==> config.mk <==
export PLATFORM = sky130hd
export DESIGN_NAME = mac_frame_builder_crc32
export DESIGN_NICKNAME = d
export VERILOG_FILES = /design/src/mfb_pkg.sv /design/src/mfb_apb_regs.sv /design/src/mfb_crc.sv /design/src/mfb_out_buf.sv /design/src/mac_frame_builder_crc32.sv
export SDC_FILE = /design/constraint.sdc
export NUM_CORES = 1
export LEC_CHECK = 0
export ABC_AREA = 1
export BUFFER_PORTS_ARGS = -buffer_cell sky130_fd_sc_hd__clkbuf_2
export CAP_MARGIN = 20
export CELL_PAD_IN_SITES_DETAIL_PLACEMENT = 2
export CELL_PAD_IN_SITES_GLOBAL_PLACEMENT = 2
export CORE_MARGIN = 4
export CORE_UTILIZATION = 30
export CTS_CLUSTER_SIZE = 25
export DETAILED_ROUTE_END_ITERATION = 6
export GPL_ROUTABILITY_DRIVEN = 0
export GPL_TIMING_DRIVEN = 0
export PLACE_DENSITY = 0.79
export SETUP_SLACK_MARGIN = 0.1
export SKIP_CTS_REPAIR_TIMING = 1
export SLEW_MARGIN = 0
export SYNTH_ARGS = -nofsm -noshare
export SYNTH_HDL_FRONTEND = slang
export SYNTH_SLANG_ARGS = --single-unit
export TNS_END_PERCENT = 20
==> constraint.sdc <==
create_clock -name i_clk -period 3.41 [get_ports i_clk]
set_input_delay 1.023 -clock i_clk [delete_from_list [all_inputs] [get_ports i_clk]]
set_output_delay 1.023 -clock i_clk [all_outputs]
set_load 0.02 [all_outputs]
==> src/mfb_pkg.sv <==
// ----------------------------------------------------------------------------
// mfb_pkg
// Shared types and constants of the MAC frame builder.
// ----------------------------------------------------------------------------
package mfb_pkg;

    localparam int AddrW    = 48;
    localparam int ApbAddrW = 4;
    localparam int ApbDataW = 64;
    localparam int LenW     = 12;

    // register map: one 64-bit register every 8 bytes, selected by paddr[3]
    localparam int RegSelBit = 3;
    localparam logic RegOwn   = 1'b0;
    localparam logic RegCoord = 1'b1;

    // input action codes
    typedef enum logic [1:0] {
        ACT_METRICS = 2'd0,
        ACT_CSMA    = 2'd1,
        ACT_TDMA    = 2'd2,
        ACT_RSVD    = 2'd3
    } t_action;

    // frame control words, sent low byte first
    localparam logic [15:0] FcProt = 16'h2900;
    localparam logic [15:0] FcMetr = 16'h2100;

    // byte position within a frame
    typedef logic [4:0] t_pos;
    localparam t_pos PosFirst   = 5'd0;
    localparam t_pos PosHdrLast = 5'd23;
    localparam t_pos PosPay     = 5'd24;
    localparam t_pos PosFcs0    = 5'd25;
    localparam t_pos PosFcsLast = 5'd28;

    localparam logic [31:0] CrcInit = 32'hFFFF_FFFF;
    localparam logic [31:0] CrcPoly = 32'hEDB8_8320;

    typedef struct packed {
        logic [7:0] data;
        logic       last;
    } t_out;

endpackage

==> src/mfb_apb_regs.sv <==
// ----------------------------------------------------------------------------
// mfb_apb_regs
// APB register file holding the own and coordinator MAC addresses.
// ----------------------------------------------------------------------------
module mfb_apb_regs (
    input  logic                          i_clk,
    input  logic                          i_rst_n,
    input  logic                          psel,
    input  logic                          penable,
    input  logic                          pwrite,
    input  logic [mfb_pkg::ApbAddrW-1:0]  paddr,
    input  logic [mfb_pkg::ApbDataW-1:0]  pwdata,
    output logic [mfb_pkg::ApbDataW-1:0]  prdata,
    output logic                          pready,
    output logic [mfb_pkg::AddrW-1:0]     o_own_addr,
    output logic [mfb_pkg::AddrW-1:0]     o_coord_addr
);
    import mfb_pkg::*;

    logic             wr_en;
    logic [AddrW-1:0] r_own;
    logic [AddrW-1:0] r_coord;

    assign pready = 1'b1;
    assign wr_en  = psel & penable & pwrite & pready;

    always_ff @(posedge i_clk) begin
        if (!i_rst_n) begin
            r_own   <= '0;
            r_coord <= '0;
        end else if (wr_en) begin
            if (paddr[RegSelBit] == RegOwn) begin
                r_own <= pwdata[AddrW-1:0];
            end else begin
                r_coord <= pwdata[AddrW-1:0];
            end
        end
    end

    assign prdata = (paddr[RegSelBit] == RegCoord) ?
                    {{(ApbDataW-AddrW){1'b0}}, r_coord} :
                    {{(ApbDataW-AddrW){1'b0}}, r_own};

    assign o_own_addr   = r_own;
    assign o_coord_addr = r_coord;

endmodule

==> src/mfb_crc.sv <==
// ----------------------------------------------------------------------------
// mfb_crc
// Reflected CRC-32 register, one byte per cycle while enabled, restartable per frame.
// ----------------------------------------------------------------------------
module mfb_crc (
    input  logic        i_clk,
    input  logic        i_rst_n,
    input  logic        i_en,
    input  logic        i_start,
    input  logic [7:0]  i_byte,
    output logic [31:0] o_crc
);
    import mfb_pkg::*;

    logic [31:0] r_crc;
    logic [31:0] n_crc;

    always_comb begin
        n_crc = (i_start ? CrcInit : r_crc) ^ {24'd0, i_byte};
        for (int k = 0; k < 8; k++) begin
            n_crc = n_crc[0] ? ((n_crc >> 1) ^ CrcPoly) : (n_crc >> 1);
        end
    end

    always_ff @(posedge i_clk) begin
        if (!i_rst_n) begin
            r_crc <= CrcInit;
        end else if (i_en) begin
            r_crc <= n_crc;
        end
    end

    assign o_crc = r_crc;

endmodule

==> src/mfb_out_buf.sv <==
// ----------------------------------------------------------------------------
// mfb_out_buf
// Output register with skid entry; upstream ready is a registered flag.
// ----------------------------------------------------------------------------
module mfb_out_buf (
    input  logic                i_clk,
    input  logic                i_rst_n,
    input  logic                i_valid,
    input  mfb_pkg::t_out       i_data,
    output logic                o_ready,
    output logic                o_m_axis_tvalid,
    input  logic                i_m_axis_tready,
    output logic [7:0]          o_m_axis_tdata,
    output logic                o_m_axis_tlast
);
    import mfb_pkg::*;

    logic r_main_valid;
    logic r_skid_valid;
    t_out r_main;
    t_out r_skid;
    logic in_fire;
    logic out_fire;

    assign o_ready  = !r_skid_valid;
    assign in_fire  = i_valid & o_ready;
    assign out_fire = r_main_valid & i_m_axis_tready;

    always_ff @(posedge i_clk) begin
        if (!i_rst_n) begin
            r_main_valid <= 1'b0;
            r_skid_valid <= 1'b0;
        end else if (out_fire || !r_main_valid) begin
            r_main_valid <= r_skid_valid | in_fire;
            r_skid_valid <= 1'b0;
        end else if (in_fire) begin
            r_skid_valid <= 1'b1;
        end
    end

    always_ff @(posedge i_clk) begin
        if (out_fire || !r_main_valid) begin
            r_main <= r_skid_valid ? r_skid : i_data;
        end else if (in_fire) begin
            r_skid <= i_data;
        end
    end

    assign o_m_axis_tvalid = r_main_valid;
    assign o_m_axis_tdata  = r_main.data;
    assign o_m_axis_tlast  = r_main.last;

endmodule

==> src/mac_frame_builder_crc32.sv <==
// ----------------------------------------------------------------------------
// mac_frame_builder_crc32
// Throughput: one output byte per cycle while the sink is ready; a new item is
//   taken only as the held item's last byte leaves the output sequencer.
// Reset (sync, active low): addresses 0, CRC all ones, no message open.
// ----------------------------------------------------------------------------
module mac_frame_builder_crc32 #(
    parameter int MAX_PAYLOAD = 1500
) (
    input  logic                          i_clk,
    input  logic                          i_rst_n,
    // slave stream: one item per transfer
    input  logic                          i_s_axis_tvalid,
    output logic                          o_s_axis_tready,
    input  logic [23:0]                   i_s_axis_tdata,  // data_byte[7:0], message_length[19:8]
    input  logic [1:0]                    i_s_axis_tuser,  // action[1:0]
    input  logic                          i_s_axis_tlast,  // last item of the message
    // master stream: one frame byte per transfer
    output logic                          o_m_axis_tvalid,
    input  logic                          i_m_axis_tready,
    output logic [7:0]                    o_m_axis_tdata,  // out_byte[7:0]
    output logic                          o_m_axis_tlast,  // final FCS byte
    // configuration
    input  logic                          psel,
    input  logic                          penable,
    input  logic                          pwrite,
    input  logic [mfb_pkg::ApbAddrW-1:0]  paddr,
    input  logic [mfb_pkg::ApbDataW-1:0]  pwdata,
    output logic [mfb_pkg::ApbDataW-1:0]  prdata,
    output logic                          pready
);
    import mfb_pkg::*;

    localparam logic [LenW-1:0] MaxLen = LenW'(MAX_PAYLOAD);

    // ---------------- input fields ----------------
    t_action         in_action;
    logic [7:0]      in_byte;
    logic [LenW-1:0] in_len;
    logic            in_last;
    logic            in_fire;

    assign in_action = t_action'(i_s_axis_tuser);
    assign in_byte   = i_s_axis_tdata[7:0];
    assign in_len    = i_s_axis_tdata[19:8];
    assign in_last   = i_s_axis_tlast;
    assign in_fire   = i_s_axis_tvalid & o_s_axis_tready;

    // ---------------- configuration ----------------
    logic [AddrW-1:0] own_addr;
    logic [AddrW-1:0] coord_addr;

    mfb_apb_regs u_regs (
        .i_clk        (i_clk),
        .i_rst_n      (i_rst_n),
        .psel         (psel),
        .penable      (penable),
        .pwrite       (pwrite),
        .paddr        (paddr),
        .pwdata       (pwdata),
        .prdata       (prdata),
        .pready       (pready),
        .o_own_addr   (own_addr),
        .o_coord_addr (coord_addr)
    );

    // ---------------- message state and item classification ----------------
    // Each accepted item is classified against the message state: does it
    // open a frame (header), carry a payload byte, close a frame (FCS)?
    // Items that produce nothing (dropped or empty mid-message) never
    // occupy the sequencer slot.
    logic       r_in_msg;
    logic       r_drop;
    logic       n_in_msg;
    logic       n_drop;
    logic       ld_hdr;
    logic       ld_prot;
    logic       ld_pay;
    logic       ld_fcs;
    logic [7:0] ld_byte;
    logic       ld_any;
    logic       is_prot;

    assign is_prot = (in_action == ACT_CSMA) || (in_action == ACT_TDMA);

    always_comb begin
        n_in_msg = r_in_msg;
        n_drop   = r_drop;
        ld_hdr   = 1'b0;
        ld_prot  = 1'b0;
        ld_pay   = 1'b0;
        ld_fcs   = 1'b0;
        ld_byte  = in_byte;
        if (!r_in_msg) begin
            if (is_prot) begin
                // protocol frame: complete in one item, last ignored
                ld_hdr  = 1'b1;
                ld_prot = 1'b1;
                ld_pay  = 1'b1;
                ld_fcs  = 1'b1;
                ld_byte = (in_action == ACT_TDMA) ? 8'h01 : 8'h00;
            end else if (in_len > MaxLen) begin
                // oversized metrics message: swallow up to its last item
                n_in_msg = !in_last;
                n_drop   = !in_last;
            end else begin
                ld_hdr   = 1'b1;
                ld_pay   = (in_len != '0);
                ld_fcs   = in_last;
                n_in_msg = !in_last;
                n_drop   = 1'b0;
            end
        end else if (r_drop) begin
            if (in_last) begin
                n_in_msg = 1'b0;
                n_drop   = 1'b0;
            end
        end else begin
            ld_pay = (in_len != '0);
            ld_fcs = in_last;
            if (in_last) begin
                n_in_msg = 1'b0;
            end
        end
    end

    assign ld_any = ld_hdr | ld_pay | ld_fcs;

    always_ff @(posedge i_clk) begin
        if (!i_rst_n) begin
            r_in_msg <= 1'b0;
            r_drop   <= 1'b0;
        end else if (in_fire) begin
            r_in_msg <= n_in_msg;
            r_drop   <= n_drop;
        end
    end

    // ---------------- byte sequencer ----------------
    // One held item; r_pos walks header (0..23), payload (24), FCS (25..28),
    // skipping parts the item does not have. One byte leaves per cycle while the output buffer is ready.
    logic       r_busy;
    t_pos       r_pos;
    logic       r_prot;
    logic       r_pay;
    logic       r_fcs;
    logic [7:0] r_pay_byte;

    logic        buf_ready;
    logic        emit_fire;
    logic        emit_done;
    t_pos        pos_next;
    t_pos        pos_start;
    t_out        emit_data;
    logic [31:0] crc_val;
    logic [31:0] fcs_val;

    assign emit_fire       = r_busy & buf_ready;
    assign o_s_axis_tready = !r_busy || (emit_fire && emit_done);

    always_comb begin
        emit_done = 1'b0;
        pos_next  = r_pos + 5'd1;
        if (r_pos == PosHdrLast) begin
            pos_next  = r_pay ? PosPay : PosFcs0;
            emit_done = !r_pay && !r_fcs;
        end else if (r_pos == PosPay) begin
            emit_done = !r_fcs;
        end else if (r_pos == PosFcsLast) begin
            emit_done = 1'b1;
        end
    end

    assign pos_start = ld_hdr ? PosFirst : (ld_pay ? PosPay : PosFcs0);

    always_ff @(posedge i_clk) begin
        if (!i_rst_n) begin
            r_busy <= 1'b0;
        end else if (in_fire && ld_any) begin
            r_busy <= 1'b1;
        end else if (emit_fire && emit_done) begin
            r_busy <= 1'b0;
        end
    end

    always_ff @(posedge i_clk) begin
        if (in_fire && ld_any) begin
            r_pos      <= pos_start;
            r_prot     <= ld_prot;
            r_pay      <= ld_pay;
            r_fcs      <= ld_fcs;
            r_pay_byte <= ld_byte;
        end else if (emit_fire) begin
            r_pos <= pos_next;
        end
    end

    // address byte k of a MAC address, most significant byte first
    function automatic logic [7:0] addr_byte(input logic [AddrW-1:0] a,
                                             input logic [2:0] k);
        logic [7:0] b;
        case (k)
            3'd0:    b = a[47:40];
            3'd1:    b = a[39:32];
            3'd2:    b = a[31:24];
            3'd3:    b = a[23:16];
            3'd4:    b = a[15:8];
            default: b = a[7:0];
        endcase
        return b;
    endfunction

    assign fcs_val = ~crc_val;

    always_comb begin
        emit_data.last = (r_pos == PosFcsLast);
        case (r_pos)
            5'd0:  emit_data.data = r_prot ? FcProt[7:0]  : FcMetr[7:0];
            5'd1:  emit_data.data = r_prot ? FcProt[15:8] : FcMetr[15:8];
            5'd4, 5'd5, 5'd6, 5'd7, 5'd8, 5'd9:
                emit_data.data = addr_byte(coord_addr, 3'(r_pos - 5'd4));
            5'd10, 5'd11, 5'd12, 5'd13, 5'd14, 5'd15:
                emit_data.data = addr_byte(own_addr, 3'(r_pos - 5'd10));
            5'd16, 5'd17, 5'd18, 5'd19, 5'd20, 5'd21:
                emit_data.data = addr_byte(coord_addr, 3'(r_pos - 5'd16));
            5'd24: emit_data.data = r_pay_byte;
            5'd25: emit_data.data = fcs_val[7:0];
            5'd26: emit_data.data = fcs_val[15:8];
            5'd27: emit_data.data = fcs_val[23:16];
            5'd28: emit_data.data = fcs_val[31:24];
            // duration, sequence control
            default: emit_data.data = 8'h00;
        endcase
    end

    // CRC covers header and payload; it restarts on the first header byte
    mfb_crc u_crc (
        .i_clk   (i_clk),
        .i_rst_n (i_rst_n),
        .i_en    (emit_fire && (r_pos <= PosPay)),
        .i_start (r_pos == PosFirst),
        .i_byte  (emit_data.data),
        .o_crc   (crc_val)
    );

    mfb_out_buf u_out (
        .i_clk           (i_clk),
        .i_rst_n         (i_rst_n),
        .i_valid         (r_busy),
        .i_data          (emit_data),
        .o_ready         (buf_ready),
        .o_m_axis_tvalid (o_m_axis_tvalid),
        .i_m_axis_tready (i_m_axis_tready),
        .o_m_axis_tdata  (o_m_axis_tdata),
        .o_m_axis_tlast  (o_m_axis_tlast)
    );

    // ---------------- assertions ----------------
    a_drop_in_msg: assert property (@(posedge i_clk) disable iff (!i_rst_n)
        r_drop |-> r_in_msg)
        else $error("dropping set outside a message");

    a_pos_hold: assert property (@(posedge i_clk) disable iff (!i_rst_n)
        (r_busy && !emit_fire) |=> (r_busy && $stable(r_pos)))
        else $error("sequencer moved without a transfer");

    a_hdr_start: assert property (@(posedge i_clk) disable iff (!i_rst_n)
        (in_fire && ld_hdr) |=> (r_busy && r_pos == PosFirst))
        else $error("frame start did not load header position");

    a_pos_range: assert property (@(posedge i_clk) disable iff (!i_rst_n)
        r_busy |-> (r_pos <= PosFcsLast))
        else $error("byte position out of range");

endmodule

# --- Word-level counts from Yosys, hierarchy flattened ---
# Index checks and enable logic that the tools add are counted.
# Widths: inputs -> output; s select.
totals:
  ff_bits: 167
  in_bits: 102
  word_cells: 161
classes:
  n_addsub: 4
  order_cmp: 2
  n_eq_ne: 40
  mux: 49
  bitwise_logic: 21
  reduce_logical: 28
ops:
  columns: ["op", "count"]
  rows:
  - ["$mux 32", 9]
  - ["$pmux 8 s5", 3]
  - ["$not 13->14", 8]
  - ["$pmux 8 s9", 1]
  - ["$eq 5x5->1 const B", 12]
  - ["$mux 48", 1]
  - ["$eq 5x4->1 const B", 8]
  - ["$not 32->32", 1]
  - ["$xor 32x8->32", 1]
  - ["$mux 1", 27]
  - ["$eq 5x3->1 const B", 4]
  - ["$mux 5", 4]
  - ["$eq 3x2->1 const B", 6]
  - ["$reduce_or 6->1", 3]
  - ["$mux 8", 2]
  - ["$gt 12x11->1 const B", 1]
  - ["$reduce_bool 12->1", 1]
  - ["$eq 3x1->1 const B", 3]
  - ["$eq 3x3->1 const B", 3]
  - ["$logic_not 3->1", 3]
  - ["$mux 9", 1]
  - ["$reduce_and 2->1", 4]
  - ["$logic_not 1->1", 6]
  - ["$add 5x1->5 const B", 1]
  - ["17 further kinds", 31]

# --- Depth between registers and ports, before layout ---
# Gate-level depths: netlist (run 1).
logic_depth:
  ltp_word: 21
  depth_mapped: 23

# --- By module ---
# From an unflattened synthesis (run 1), not the netlist that was laid out.
unflattened:
  cells_unflattened: 1612
  area_unflattened_um2: 10656.5
by_module_without_submodules:
  columns: ["module", "instances", "cells_each", "area_per_inst_um2", "seq_area_each_um2"]
  rows:
  - ["mfb_apb_regs", 1, 750, 4680.7, 1921.8]
  - ["mac_frame_builder_crc32", 1, 437, 2737.6, 540.5]
  - ["mfb_crc", 1, 366, 2493.6, 640.6]
  - ["mfb_out_buf", 1, 59, 744.5, 580.6]

# --- Least setup slack after synthesis (run 1) ---
# No wires, ideal clock.
synth_path:
  path_type: "in2out"
  startpoint: "in paddr[3] (netlist bit)"
  endpoint: "out prdata[0] (netlist bit)"
  t_arrival_ns: 2.058
  required_ns: 2.387
  path_slack_ns: 0.329
  path_stages: 4
  n_path_buf: 2
  path_cell_list: "clkbuf_1 inv_2 clkbuf_1 o21ai_0"
synth_via:
  elab_chain_cells: 1
synth_rtl:
  columns: ["item", "line_no", "text"]
  rows:
  - ["start: declaration", "mac_frame_builder_crc32.sv:27", "input logic [mfb_pkg::ApbAddrW-1:0] paddr,"]
  - ["$mux 48", "mfb_apb_regs.sv:40", "assign prdata = (paddr[RegSelBit] == RegCoord) ?"]
  - ["end: declaration", "mac_frame_builder_crc32.sv:29", "output logic [mfb_pkg::ApbDataW-1:0] prdata,"]
# Every way passes these cells.

# --- Final worst setup path (run 1) ---
layout_path:
  startpoint: "in paddr[3] (netlist bit)"
  endpoint: "out prdata[16] (netlist bit)"
# The elaborated chain is that of the path after synthesis.

==> results summary, run 1 <==
The flow ran to the end, but the final reports show violations. The checks that failed: setup timing. The worst setup path is launched from an input pin. The setup slack of the critical path after layout came out at -0.1426 ns. The setup path with the least slack is of type input pin to primary output. The floorplan step set the die height to 191.8 um.

The number of nets in the layout came out at 1943. The critical path ends at prdata[16]. The remaining antenna violation count after routing came out at 0. In this run the deepest clock path goes through 2 buffers. The largest net degree at the start of global routing came out at 17.

The number of clock buffers inserted by TritonCTS came out at 17. The combined buffer and inverter count along the critical path came out at 4. The number of levels the H-tree was split into came out at 4.

The number of top-level pins is 178. After synthesis, the share of flip-flops with an asynchronous set or reset is 0%. The number of standard-cell rows in the floorplan is 67. The initial utilization of the core area, before any placement, comes to a little under a third. The commonest cells after synthesis are 540 x nand2_1, 304 x nor2_1, 135 x o21ai_0. In this run the tool buffered the top-level ports with 135 buffer cells. In the final layout, the share of cells above drive strength 1 is a little under a fifth. The number of logic stages on the critical path including buffering is 6. The register bit total from synthesis is 167. The share of the cycle needed by the critical path after routing is 104.2%. The critical path goes through clkbuf_2, inv_2, clkbuf_1, nand2_1, nand2_1, clkbuf_2.

The power per cell area is 808.8 mW/mm^2. The overall routing resource usage came out at between 20% and 30%. The length in cells of the worst reg-to-reg path is 17. The number of antenna violations at the first check in global routing came out at 1. TritonCTS built the clock tree. The required arrival time at the worst endpoint came out at 2.39 ns. The count of placed standard cells in the final layout, fillers left out came out at between 2000 and 2500.

The slowest stage of the critical path is the clkbuf_1 cell. The reg-to-reg critical path startpoint is r_pos[1]. The first global-routing pass estimated 72.26 mm of wire.

Setup repair after global routing could not meet its margin everywhere. The iteration-0 DRC count of the detailed router came out at approximately 760. The floorplan step defined a core boundary enclosing approximately 0.033 sq mm. For the worst setup path, the data arrival time is between 2 and 3 ns. The total wire length after detailed routing came out at 50.78 mm. Setup violations remaining at the end of the flow were counted as 3.

In the synthesized netlist the dominant register cell turns out to be dfxtp_1. The number of detailed-route iterations in the first pass is 5. The maximum achievable frequency is 0.2815 GHz. The clock insertion delay at the later pin of the skew report is 0.47 ns. The number of hold violations in the final report came to 0. A synthesized cell averages slightly above 6 sq um.

The number of flops mapped to enable cells by yosys is 34. The instance count after placement with tap cells included is between 2000 and 2500. The register clock-pin slew on the reported worst setup and hold paths is approximately 0.06 ns.

The sequential share of the synthesized area is roughly 36%. The setup slack of the worst register-to-register path is roughly 0.030 ns. The half-perimeter wire length after detailed placement came out at around 37 mm. The stage delay of the slowest cell on the critical path came out at 0.46 ns. The capturing point of the worst reg2reg path is u_crc.o_crc[15].

The design draws 0.01028 W. The antenna diode count came out at 0. The final-report max-slew violation count was 0. Clock tree synthesis selected as its root buffer the cell clkbuf_16. The actual transition at the worst max-transition pin came out at 0.9368 ns.

The mean number of vias per cell is 5.291. For this run, design rule violations remaining after detail routing come to 0. Synthesis instantiated 37 different standard cells from the library. The worst slew slack as a fraction of its limit came out at 37.31%.

Of all cell types, the one taking the most synthesized area is dfxtp_1. The post-route minimum period is about 3.6 ns. The portion of synthesized cell area occupied by the leading cell type is 26.27%. The die area is 0.03679 sq mm. The number of sinks handled by clock tree synthesis is 167. On the critical path the largest part of the delay comes from buffers and inverters. After synthesis, the cell types taking the most area are dfxtp_1 26%, nand2_1 20%, nor2_1 11%, edfxtp_1 10%, o21ai_0 6.7%. The final clock skew came out at 0.02038 ns. The cell count after synthesis is 1630.

nand2_1 is the most common cell in the netlist. The type of the tightest min-delay check is flip-flop to flip-flop. The detailed router placed 12130 vias in this run. The total grt overflow came out at 0.

The die is between 150 and 200 um wide. The leakage component of the power came out at 6.259 nW. The average wire per standard cell came out at 22.15 um. The worst ir drop on vdd is 0.3109 mV. In this run the worst path has a maximum fanout of 10.

The growth of design area from synthesis to finish is 25.44%. The critical path starts at paddr[3]. The number of global-route vias before repair is roughly 12000. STA classifies the critical path endpoint as a primary output. Across the run, the number of max-cap violations was 0.

Yosys printed 0 warnings. The synthesized area is between 0.01 and 0.015 sq mm.
-- kinds of logic (layout without fill, tap and decap cells) --
logic type	count (synthesis)	after routing	synth area share, %
flip-flops	167	167	36.34
AO/OA/AOI/OAI	215	215	11.18
XOR/XNOR	17	17	1.543
multiplexers	1	1	0.09876
other	2	17	0.07409
buffers and inverters	211	411	8.727
adder cells (fa/ha/maj)	9	9	1.111
AND/OR/NAND/NOR	1008	1008	40.92
-- sequential cells by signal (all words and copies together) (netlist names), 5 cells and up --
| register | count |
|---|---|
| r_pay_byte | 8 |
| r_pos | 5 |
| u_crc.o_crc | 32 |
| u_out.o_m_axis_tdata | 8 |
| u_out.r_skid | 9 |
| u_regs.o_coord_addr | 48 |
| u_regs.o_own_addr | 48 |
-- layer usage --
metal  part of all wire, %  wire, um  track usage, %  vias up
met5                     0         0               0        -
met4                   1.9       971           5.718        0
met3                   6.3      3212           3.453       60
met2                    47     23730           42.09      356
met1                    45     22860           36.50     6171
li1                      -         -               -     5546
-- worst min-delay path by stage --
stage,from,to,slack (ns),cells past startpoint
3_5_place_dp,u_crc.o_crc[22],u_crc.o_crc[22],0.47,2
6_report,u_crc.o_crc[22],u_crc.o_crc[22],0.48,2
2_1_floorplan,u_regs.o_own_addr[20],u_regs.o_own_addr[20],0.44,2
5_1_grt,u_crc.o_crc[16],u_crc.o_crc[16],0.52,2
4_1_cts,u_crc.o_crc[22],u_crc.o_crc[22],0.48,2
3_3_place_gp,u_crc.o_crc[22],u_crc.o_crc[22],0.45,2
-- metrics by stage --
stage	worst slack [ns]	hold slack, ns	utilization, %	setup TNS (ns)	cell area [sq um]
after floorplan	0.3292	0.4397	-	0	10190
after global placement	-0.3673	0.4523	34.17	-7.814	11430
after detailed placement	-0.4632	0.4676	34.17	-11.96	11430
after CTS	-0.4886	0.4837	35.93	-13.27	12020
after global routing	-0.2429	0.5200	38.01	-2.948	12710
final	-0.1426	0.4809	38.01	-0.2785	12710
-- power breakdown --
| part | switching (W) | total, W | internal, W |
|---|---|---|---|
| clock network | 0.000956 | 0.00206 | 0.00110 |
| logic | 0.00402 | 0.00574 | 0.00173 |
| registers | 0.000186 | 0.00248 | 0.00229 |
| total | 0.00516 | 0.0103 | 0.00512 |
-- cells in the final DEF (no fill, tap or decap), types with 4 or more instances in the layout --
master / count
ha_1: 8
o211ai_1: 9
nand3_4: 6
xor2_1: 15
edfxtp_1: 34
nand2_4: 13
inv_2: 11
buf_4: 56
nor2_4: 14
nand4_1: 26
a21oi_1: 48
clkbuf_1: 48
nand3_2: 7
nand2_1: 507
buf_6: 6
nor2_1: 283
clkinv_1: 6
o21ai_1: 16
nand3b_1: 4
o21ai_0: 127
dfxtp_1: 133
inv_1: 108
clkbuf_16: 19
conb_1: 17
nand2_2: 39
nor2_2: 17
nand3_1: 88
clkbuf_2: 139
-- worst register-to-register path, cell delays in order, from the launching register on --
cell,delay [ns]
edfxtp_1,0.50
inv_1,0.13
ha_1,0.17
buf_4,0.21
nand2_4,0.13
nor2_1,0.44
nand2_1,0.17
o21ai_1,0.19
nor2_1,0.12
nand4_4,0.15
nand2_1,0.08
nand2_2,0.14
nand2_1,0.12
nand2_4,0.14
xor2_4,0.26
buf_4,0.16
nor2_1,0.04
o21ai_1,0.16
-- area by class of cell --
class	count	area, sq um
buffer	87	470.5
timing repair buffer	168	935.9
tap	448	560.5
inverter	124	473.0
clock inverter	12	111.4
multi-input combinational	1267	6001
sequential	167	3684
clock buffer	20	479.2
fill	4187	20730
Power figures use the tool's default switching activity.
==> run 2, diff against run 1 <==
--- a/config.mk
+++ b/config.mk
@@ -11,12 +11,13 @@
 export CELL_PAD_IN_SITES_DETAIL_PLACEMENT = 2
 export CELL_PAD_IN_SITES_GLOBAL_PLACEMENT = 2
 export CORE_MARGIN = 4
-export CORE_UTILIZATION = 30
+export CORE_UTILIZATION = 31
+export CTS_BUF_LIST = sky130_fd_sc_hd__clkbuf_4 sky130_fd_sc_hd__clkbuf_8
 export CTS_CLUSTER_SIZE = 25
 export DETAILED_ROUTE_END_ITERATION = 6
 export GPL_ROUTABILITY_DRIVEN = 0
 export GPL_TIMING_DRIVEN = 0
-export PLACE_DENSITY = 0.79
+export PLACE_DENSITY_LB_ADDON = 0.1
 export SETUP_SLACK_MARGIN = 0.1
 export SKIP_CTS_REPAIR_TIMING = 1
 export SLEW_MARGIN = 0
==> run 2 against run 1 <==
Against the previous run: the flow still finishes with violations (setup timing); maximum frequency up 4.0%; routed wire length is 2.4% lower; sequential power is essentially flat; cell count down 0.48%; core utilization increased by 1.6 points; clock skew about the same; largest power group unchanged.
==> results summary, run 2 (same netlist as run 1, synthesis figures left out) <==
The run finished, with violations left. The final reports fail on setup timing. The overall routing resource usage came out at 26.31% (+0.48 points).

The number of antenna violations at the first check in global routing is 0 (-1). The required arrival time at the worst endpoint is 3.87 ns (+1.48 ns). The iteration-0 DRC count of the detailed router is 655 (-14%). The final hold slack is 0.4897 ns (+0.008860 ns).

The worst setup path is of the flip-flop to flip-flop kind. The max capacitance violation total came out at 0 (unchanged). The number of levels the H-tree was split into is 4 (unchanged).

The final-report max-slew violation count was 0 (unchanged). The horizontal extent of the die came out at 188.8 um (-1.6%). The number of hold violations in the final report is 0 (unchanged). The stage delay of the slowest cell on the critical path was 0.50 ns (+0.04 ns). The actual transition at the worst max-transition pin came out at 0.9743 ns (+0.03750 ns). In the layout the commonest cells are 499 x nand2_1, 286 x nor2_1, 137 x clkbuf_2.

The number of nets in the layout came out at 1945 (+0.10%). The clock insertion delay at the later pin of the skew report is 0.52 ns (+0.05 ns). Setup repair after global routing could not meet its margin everywhere. The largest net degree at the start of global routing is 17 (unchanged). The growth of design area from synthesis to finish is 24.49%.

The total number of vias is 11980 (-1.3%). The die area is 0.03565 sq mm (-3.1%). The average wire per standard cell came out at 21.71 um (-2.0%). The number of detailed-route iterations in the first pass is 5 (unchanged). The startpoint type of the worst setup path is a flip-flop. The number of clock buffers inserted by TritonCTS is 17 (unchanged). The worst ir drop on vdd came out at 0.3045 mV (-2.1%). The final instance area came out at 0.01262 sq mm (-0.76%). The cell repeated most along the worst path is nand2_1. In this run the worst hold path is classified as flip-flop to flip-flop. The remaining antenna violation count after routing is 0 (unchanged). The master cell of the clock root buffer is clkbuf_8. The setup slack of the critical path after layout is -0.005608 ns (+0.1370 ns). TritonCTS built the clock tree. The maximum number of buffers from clock root to sink came out at 2 (unchanged). The number of sinks handled by clock tree synthesis was 167 (unchanged).

The library cell used most frequently in the layout, excluding fill and tap cells, is nand2_1. The height of the die came out at 188.8 um (-1.6%). The final clock skew came to 0.02054 ns (+0.0001621 ns). The cell type of the slowest stage on the worst timing path is edfxtp_1. The total grt overflow came out at 0 (unchanged).

The share of post-route cells with drive strength above 1 came out at 20.03% (+1.0 points). The number of top-level pins is 178 (unchanged). The total of endpoints with negative setup slack in the final report is 1 (-2). The antenna diode count came out at 0 (unchanged). The post-route minimum period was 3.416 ns (-0.1370 ns). The number of standard-cell rows in the floorplan is 65 (-3.0%). The power per cell area is 794.7 mW/mm^2 (-1.7%). The core footprint came out at 0.03188 sq mm (-4.7%). The arrival time of the worst setup path came out at 3.87 ns (+1.34 ns). The worst slew slack as a fraction of its limit is 34.81% (-2.5 points). STA classifies the critical path endpoint as a flip-flop. The area used by multi-input combinational logic came to 0.006088 sq mm (+1.5%). The maximum achievable frequency is 0.2928 GHz (+4.0%). The total wire length after detailed routing is 49.55 mm (-2.4%).

The number of global-route vias before repair came out at 12290 (-0.82%). The register clock-pin slew on the reported worst setup and hold paths came out at 0.11 ns (+0.05 ns). The critical-path maximum fanout came to 7 (-3). The share of the cycle needed by the critical path after routing is 100.2% (-4.0 points).

The leakage component of the power came to 6.201 nW (-0.92%). Walking the worst path, the cells encountered are inv_2, ha_2, buf_6, clkinvlp_4, nor2_4, nand2_1, o21ai_0, inv_1, nand2_1, nor2_4, nand3_2, nand2_1, nand2_2, nand2_2, nand2_4, inv_2, nand2_1, nand2_1, nand2_1, nand2_1, o21ai_1. The utilization after layout was 39.58% (+1.6 points). The mean number of vias per cell came out at 5.249 (-0.80%). The initial core utilization came out at 31.79% (+1.5 points). The total of buffers placed on input and output ports came out at 135 (unchanged). The storage element area came to 0.003684 sq mm (unchanged). The area after detailed placement came out at 0.01141 sq mm (-0.14%).

The global-route wire length before repair is 71.92 mm (-0.48%). The DRC violation count after routing came to 0 (unchanged). The half-perimeter wire length after detailed placement came out at 37.01 mm (-0.41%). The filler cell count in the final layout is 4019 (-4.0%).
[run 2: cell types whose count changed in the layout (fill, tap and decap cells not counted), moves of 4 or more]
cell / previous run / this run
clkbuf_16: 19 / 0
clkbuf_4: 0 / 4
clkbuf_8: 0 / 19
nand2_1: 507 / 499
nand2_4: 13 / 17
[run 2: layout make-up]
| cell class | count | area share (%) |
|---|---|---|
| plain buffers | 87 | 3.758 |
| multi-input cells | 1268 | 48.25 |
| flip-flops and latches | 167 | 29.19 |
| repair buffers | 169 | 7.556 |
| clock buffers | 21 | 2.191 |
| inverters | 124 | 3.768 |
| well taps | 435 | 4.313 |
| clock inverters | 11 | 0.9717 |
[run 2: worst max-delay path: cells and delay by family, from the launching register on]
family	cells	cell delay, ns
AND/OR/NAND/NOR	13	1.56
adder cells (fa/ha/maj)	1	0.22
flip-flops	1	0.50
AO/OA/AOI/OAI	2	0.42
buffers and inverters	5	0.67
[run 2: path summary, 6_finish.rpt]
path / endpoint / slack (ns) / start / cells after the start
max: u_crc.o_crc[18] / -0.006 / r_pos[0] / 21
min: u_regs.o_own_addr[29] / 0.49 / u_regs.o_own_addr[29] / 2
max reg2reg: u_crc.o_crc[18] / -0.006 / r_pos[0] / 21
min reg2reg: u_regs.o_own_addr[29] / 0.49 / u_regs.o_own_addr[29] / 2
[run 2: routing by layer]
metal	track usage (%)	vias to the layer above	part of all wire (%)
met5	0	-	0
met4	5.437	0	1.6
li1	-	5556	-
met3	3.594	44	6.0
met1	38.41	5986	47
met2	41.64	392	46
[run 2: power breakdown]
group          leakage [nW]  total, W  internal [W]  switching (W)
registers              1.43   0.00249       0.00229       0.000196
logic                  4.56   0.00598       0.00182        0.00417
clock network         0.211   0.00155      0.000707       0.000848
[run 2: through the flow]
stage	TNS (ns)	setup WS [ns]	std cells	total power, W
2_1_floorplan	0	0.3292	1645	0.005640
3_3_place_gp	-8.942	-0.4389	2215	0.007097
3_5_place_dp	-13.15	-0.4639	2215	0.007345
4_1_cts	-15.06	-0.5179	2247	0.008927
5_1_grt	-1.088	-0.1099	2282	0.01066
6_report	-0.005608	-0.005608	2282	0.01003
==> run 3, diff against run 2 <==
--- a/config.mk
+++ b/config.mk
@@ -18,7 +18,6 @@
 export GPL_ROUTABILITY_DRIVEN = 0
 export GPL_TIMING_DRIVEN = 0
 export PLACE_DENSITY_LB_ADDON = 0.1
-export SETUP_SLACK_MARGIN = 0.1
 export SKIP_CTS_REPAIR_TIMING = 1
 export SLEW_MARGIN = 0
 export SYNTH_ARGS = -nofsm -noshare
==> run 3 against run 2 <==
Against the previous run: the run still ends with setup timing left; die area stayed put; routed wire length is 3.4% lower; global-route usage stayed put; hold slack better by 0.0019 ns; sequential power hardly changed; non-clock buffer count is 18 lower; flip-flop and latch count stayed put; critical path depth is 10 lower; first-iteration DRC count is 12% higher; highest routed layer unchanged.
==> results summary, run 3 (same netlist as run 1, synthesis figures left out) <==
The number of top-level pins came to 178 (unchanged). The critical-path maximum fanout is 8 (+1). The total grt overflow is 0 (unchanged).

The final clock skew was 0.02394 ns (+0.003400 ns). The core footprint came out at 0.03188 sq mm (unchanged). The required arrival time at the worst endpoint came to 2.39 ns (-1.48 ns). The iteration-0 DRC count of the detailed router is 735 (+12%). The number of antenna violations at the first check in global routing is 0 (unchanged). The post-layout total power is 0.009375 W (-6.5%). The number of hold violations in the final report is 0 (unchanged). The filler cell count in the final layout came out at 4076 (+1.4%). The largest net degree at the start of global routing came to 17 (unchanged). The stage delay of the slowest cell on the critical path is 0.43 ns (-0.07 ns). The length in cells of the worst reg-to-reg path is 20 (-4.8%). The overall routing resource usage came to 26.31% (unchanged). The half-perimeter wire length after detailed placement was 37.01 mm (unchanged). The number of detailed-route iterations in the first pass was 5 (unchanged).

The worst setup path is launched from a flip-flop. The area used by multi-input combinational logic came to 0.005834 sq mm (-4.2%). The average wire per standard cell is 21.14 um (-2.6%). The final-report max-slew violation count is 0 (unchanged).

The total number of vias came out at 11670 (-2.6%). TritonCTS built the clock tree. The arrival time of the worst setup path came out at 2.46 ns (-1.41 ns). The area growth from synthesis to layout is 20.29%. The count of placed standard cells in the final layout, fillers left out is 2263 (-0.83%).

The power per cell area came out at 768.9 mW/mm^2 (-3.2%). The worst slew slack as a fraction of its limit is 35.27% (+0.46 points). The library cells used most frequently in the layout, excluding fill and tap cells, are 522 x nand2_1, 289 x nor2_1, 139 x clkbuf_2. The setup slack of the worst register-to-register path came out at -0.01 ns (about the same). The type of the tightest min-delay check is flip-flop to flip-flop. The number of cells on the worst hold path is 2 (unchanged). The master cell of the clock root buffer is clkbuf_8. The register clock-pin slew on the reported worst setup and hold paths is 0.09 ns (-0.02 ns). The total of buffers placed on input and output ports is 135 (unchanged).

The startpoint identified for the worst register-to-register timing path is r_pos[0]. The worst setup path is captured at a primary output. The total wire length after detailed routing is 47.84 mm (-3.4%). The max capacitance violation total came out at 0 (unchanged). The actual transition at the worst max-transition pin came out at 0.9674 ns (-0.006937 ns). The flow ran to the end, but the final reports show violations.

The clock insertion delay at the later pin of the skew report is 0.52 ns (about the same). The critical path in this run is classified as flip-flop to primary output. The antenna diode count came out at 0 (unchanged).

The worst ir drop on vdd is 0.3022 mV (-0.77%). The number of clock buffers inserted by TritonCTS is 17 (unchanged). The number of sinks handled by clock tree synthesis is 167 (unchanged). Traced cell by cell, the critical path runs through buf_4, ha_4, nand2_1, nor2_2, inv_1, nor2_1, inv_1, o21ai_1, a21oi_1, inv_1, buf_2.

The post-route minimum period is 3.479 ns (+0.06328 ns). The maximum number of buffers from clock root to sink is 2 (unchanged). The cell repeated most along the worst path is inv_1.

The number of standard-cell rows in the floorplan came out at 65 (unchanged). The total of endpoints with negative setup slack in the final report is 3 (+2). The height of the die is 188.8 um (unchanged). The endpoint identified for the worst register-to-register timing path is u_crc.o_crc[20]. The leakage component of the power came out at 6.032 nW (-2.7%). The die area came out at 0.03565 sq mm (unchanged). The worst hold path terminates at u_crc.o_crc[25]. The number of global-route vias before repair is 12290 (unchanged). The mean number of vias per cell came out at 5.156 (-1.8%). The maximum achievable frequency is 0.2874 GHz (-1.8%). The share of the cycle needed by the critical path after routing is 102.0% (+1.9 points). The instance count after placement with tap cells included is 2215 (unchanged). The number of nets in the layout is 1926 (-0.98%).

Setup repair after global routing could not meet its margin everywhere. The DRC violation count after routing is 0 (unchanged). The number of levels the H-tree was split into is 4 (unchanged). The setup slack of the critical path after layout is -0.06889 ns (-0.06328 ns). The most common cell after layout, fill and taps aside is nand2_1.

The final reports fail on setup timing. The post-route setup TNS came to -0.08213 ns (-0.07652 ns). In this run the most critical hold path is launched from u_crc.o_crc[25]. The final instance area was 0.01219 sq mm (-3.4%). The area after detailed placement came out at 0.01141 sq mm (unchanged). The initial core utilization came out at 31.79% (unchanged). The storage element area is 0.003684 sq mm (unchanged).

Among all stages on the critical path, the largest delay is contributed by edfxtp_1. The share of post-route cells with drive strength above 1 is 17.12% (-2.9 points). The global-route wire length before repair came out at 71.92 mm (unchanged).

The worst slack at placement is -0.4639 ns (unchanged). The horizontal extent of the die is 188.8 um (unchanged). The remaining antenna violation count after routing came out at 0 (unchanged).
==> run 3: cell types whose count changed in the layout (fill, tap and decap cells not counted), moves of 3 or more <==
cell	delta
buf_6	-3
nand3_1	+4
nand3_4	-3
nand2_2	-11
nand2_4	-11
nand2_1	+23
nor2_1	+3
nor2_4	-5
inv_1	+3
buf_4	-16
==> run 3: critical path: cells and delay by family (launching register included) <==
kind / cells / cell delay [ns]
compound gates: 2 / 0.23
fa+ha+maj: 1 / 0.21
buf+inv: 5 / 0.61
flops: 1 / 0.43
simple gates: 3 / 0.46
==> run 3: report_power, final <==
part	switching, W	internal, W
clock network	0.000854	0.000707
registers	0.000188	0.00229
logic	0.00383	0.00150
total	0.00487	0.00450
==> run 3: how the worst max path moves through the flow <==
stage / startpoint / end / slack (ns) / depth (start not counted)
global route: r_pos[0] / o_s_axis_tready / -0.19 / 11
detailed placement: r_pos[1] / u_crc.o_crc[25] / -0.46 / 19
floorplan: paddr[3] / prdata[0] / 0.33 / 4
finish: r_pos[0] / o_s_axis_tready / -0.07 / 11
CTS: r_pos[1] / u_crc.o_crc[15] / -0.52 / 19
global placement: paddr[3] / prdata[6] / -0.44 / 5
==> run 3: layout make-up <==
class                   instances  area share [%]
well taps                     435           4.464
plain buffers                  86           3.735
multi-input cells            1267           47.85
flip-flops and latches        167           30.21
repair buffers                152           6.588
clock inverters                11           1.006
clock buffers                  21           2.268
inverters                     124           3.879
==> run 3: metrics by stage <==
step / hold slack [ns] / utilization [%]
final: 0.4916 / 38.25
after global routing: 0.5320 / 38.25
after CTS: 0.4910 / 37.05
after detailed placement: 0.4700 / 35.80
after global placement: 0.4522 / 35.80
after floorplan: 0.4397 / -
==> run 3: layer usage <==
layer  wire (um)  GRT usage [%]
met3        2134          3.594
met1       23520          38.41
met5           0              0
met2       21580          41.64
met4         610          5.437
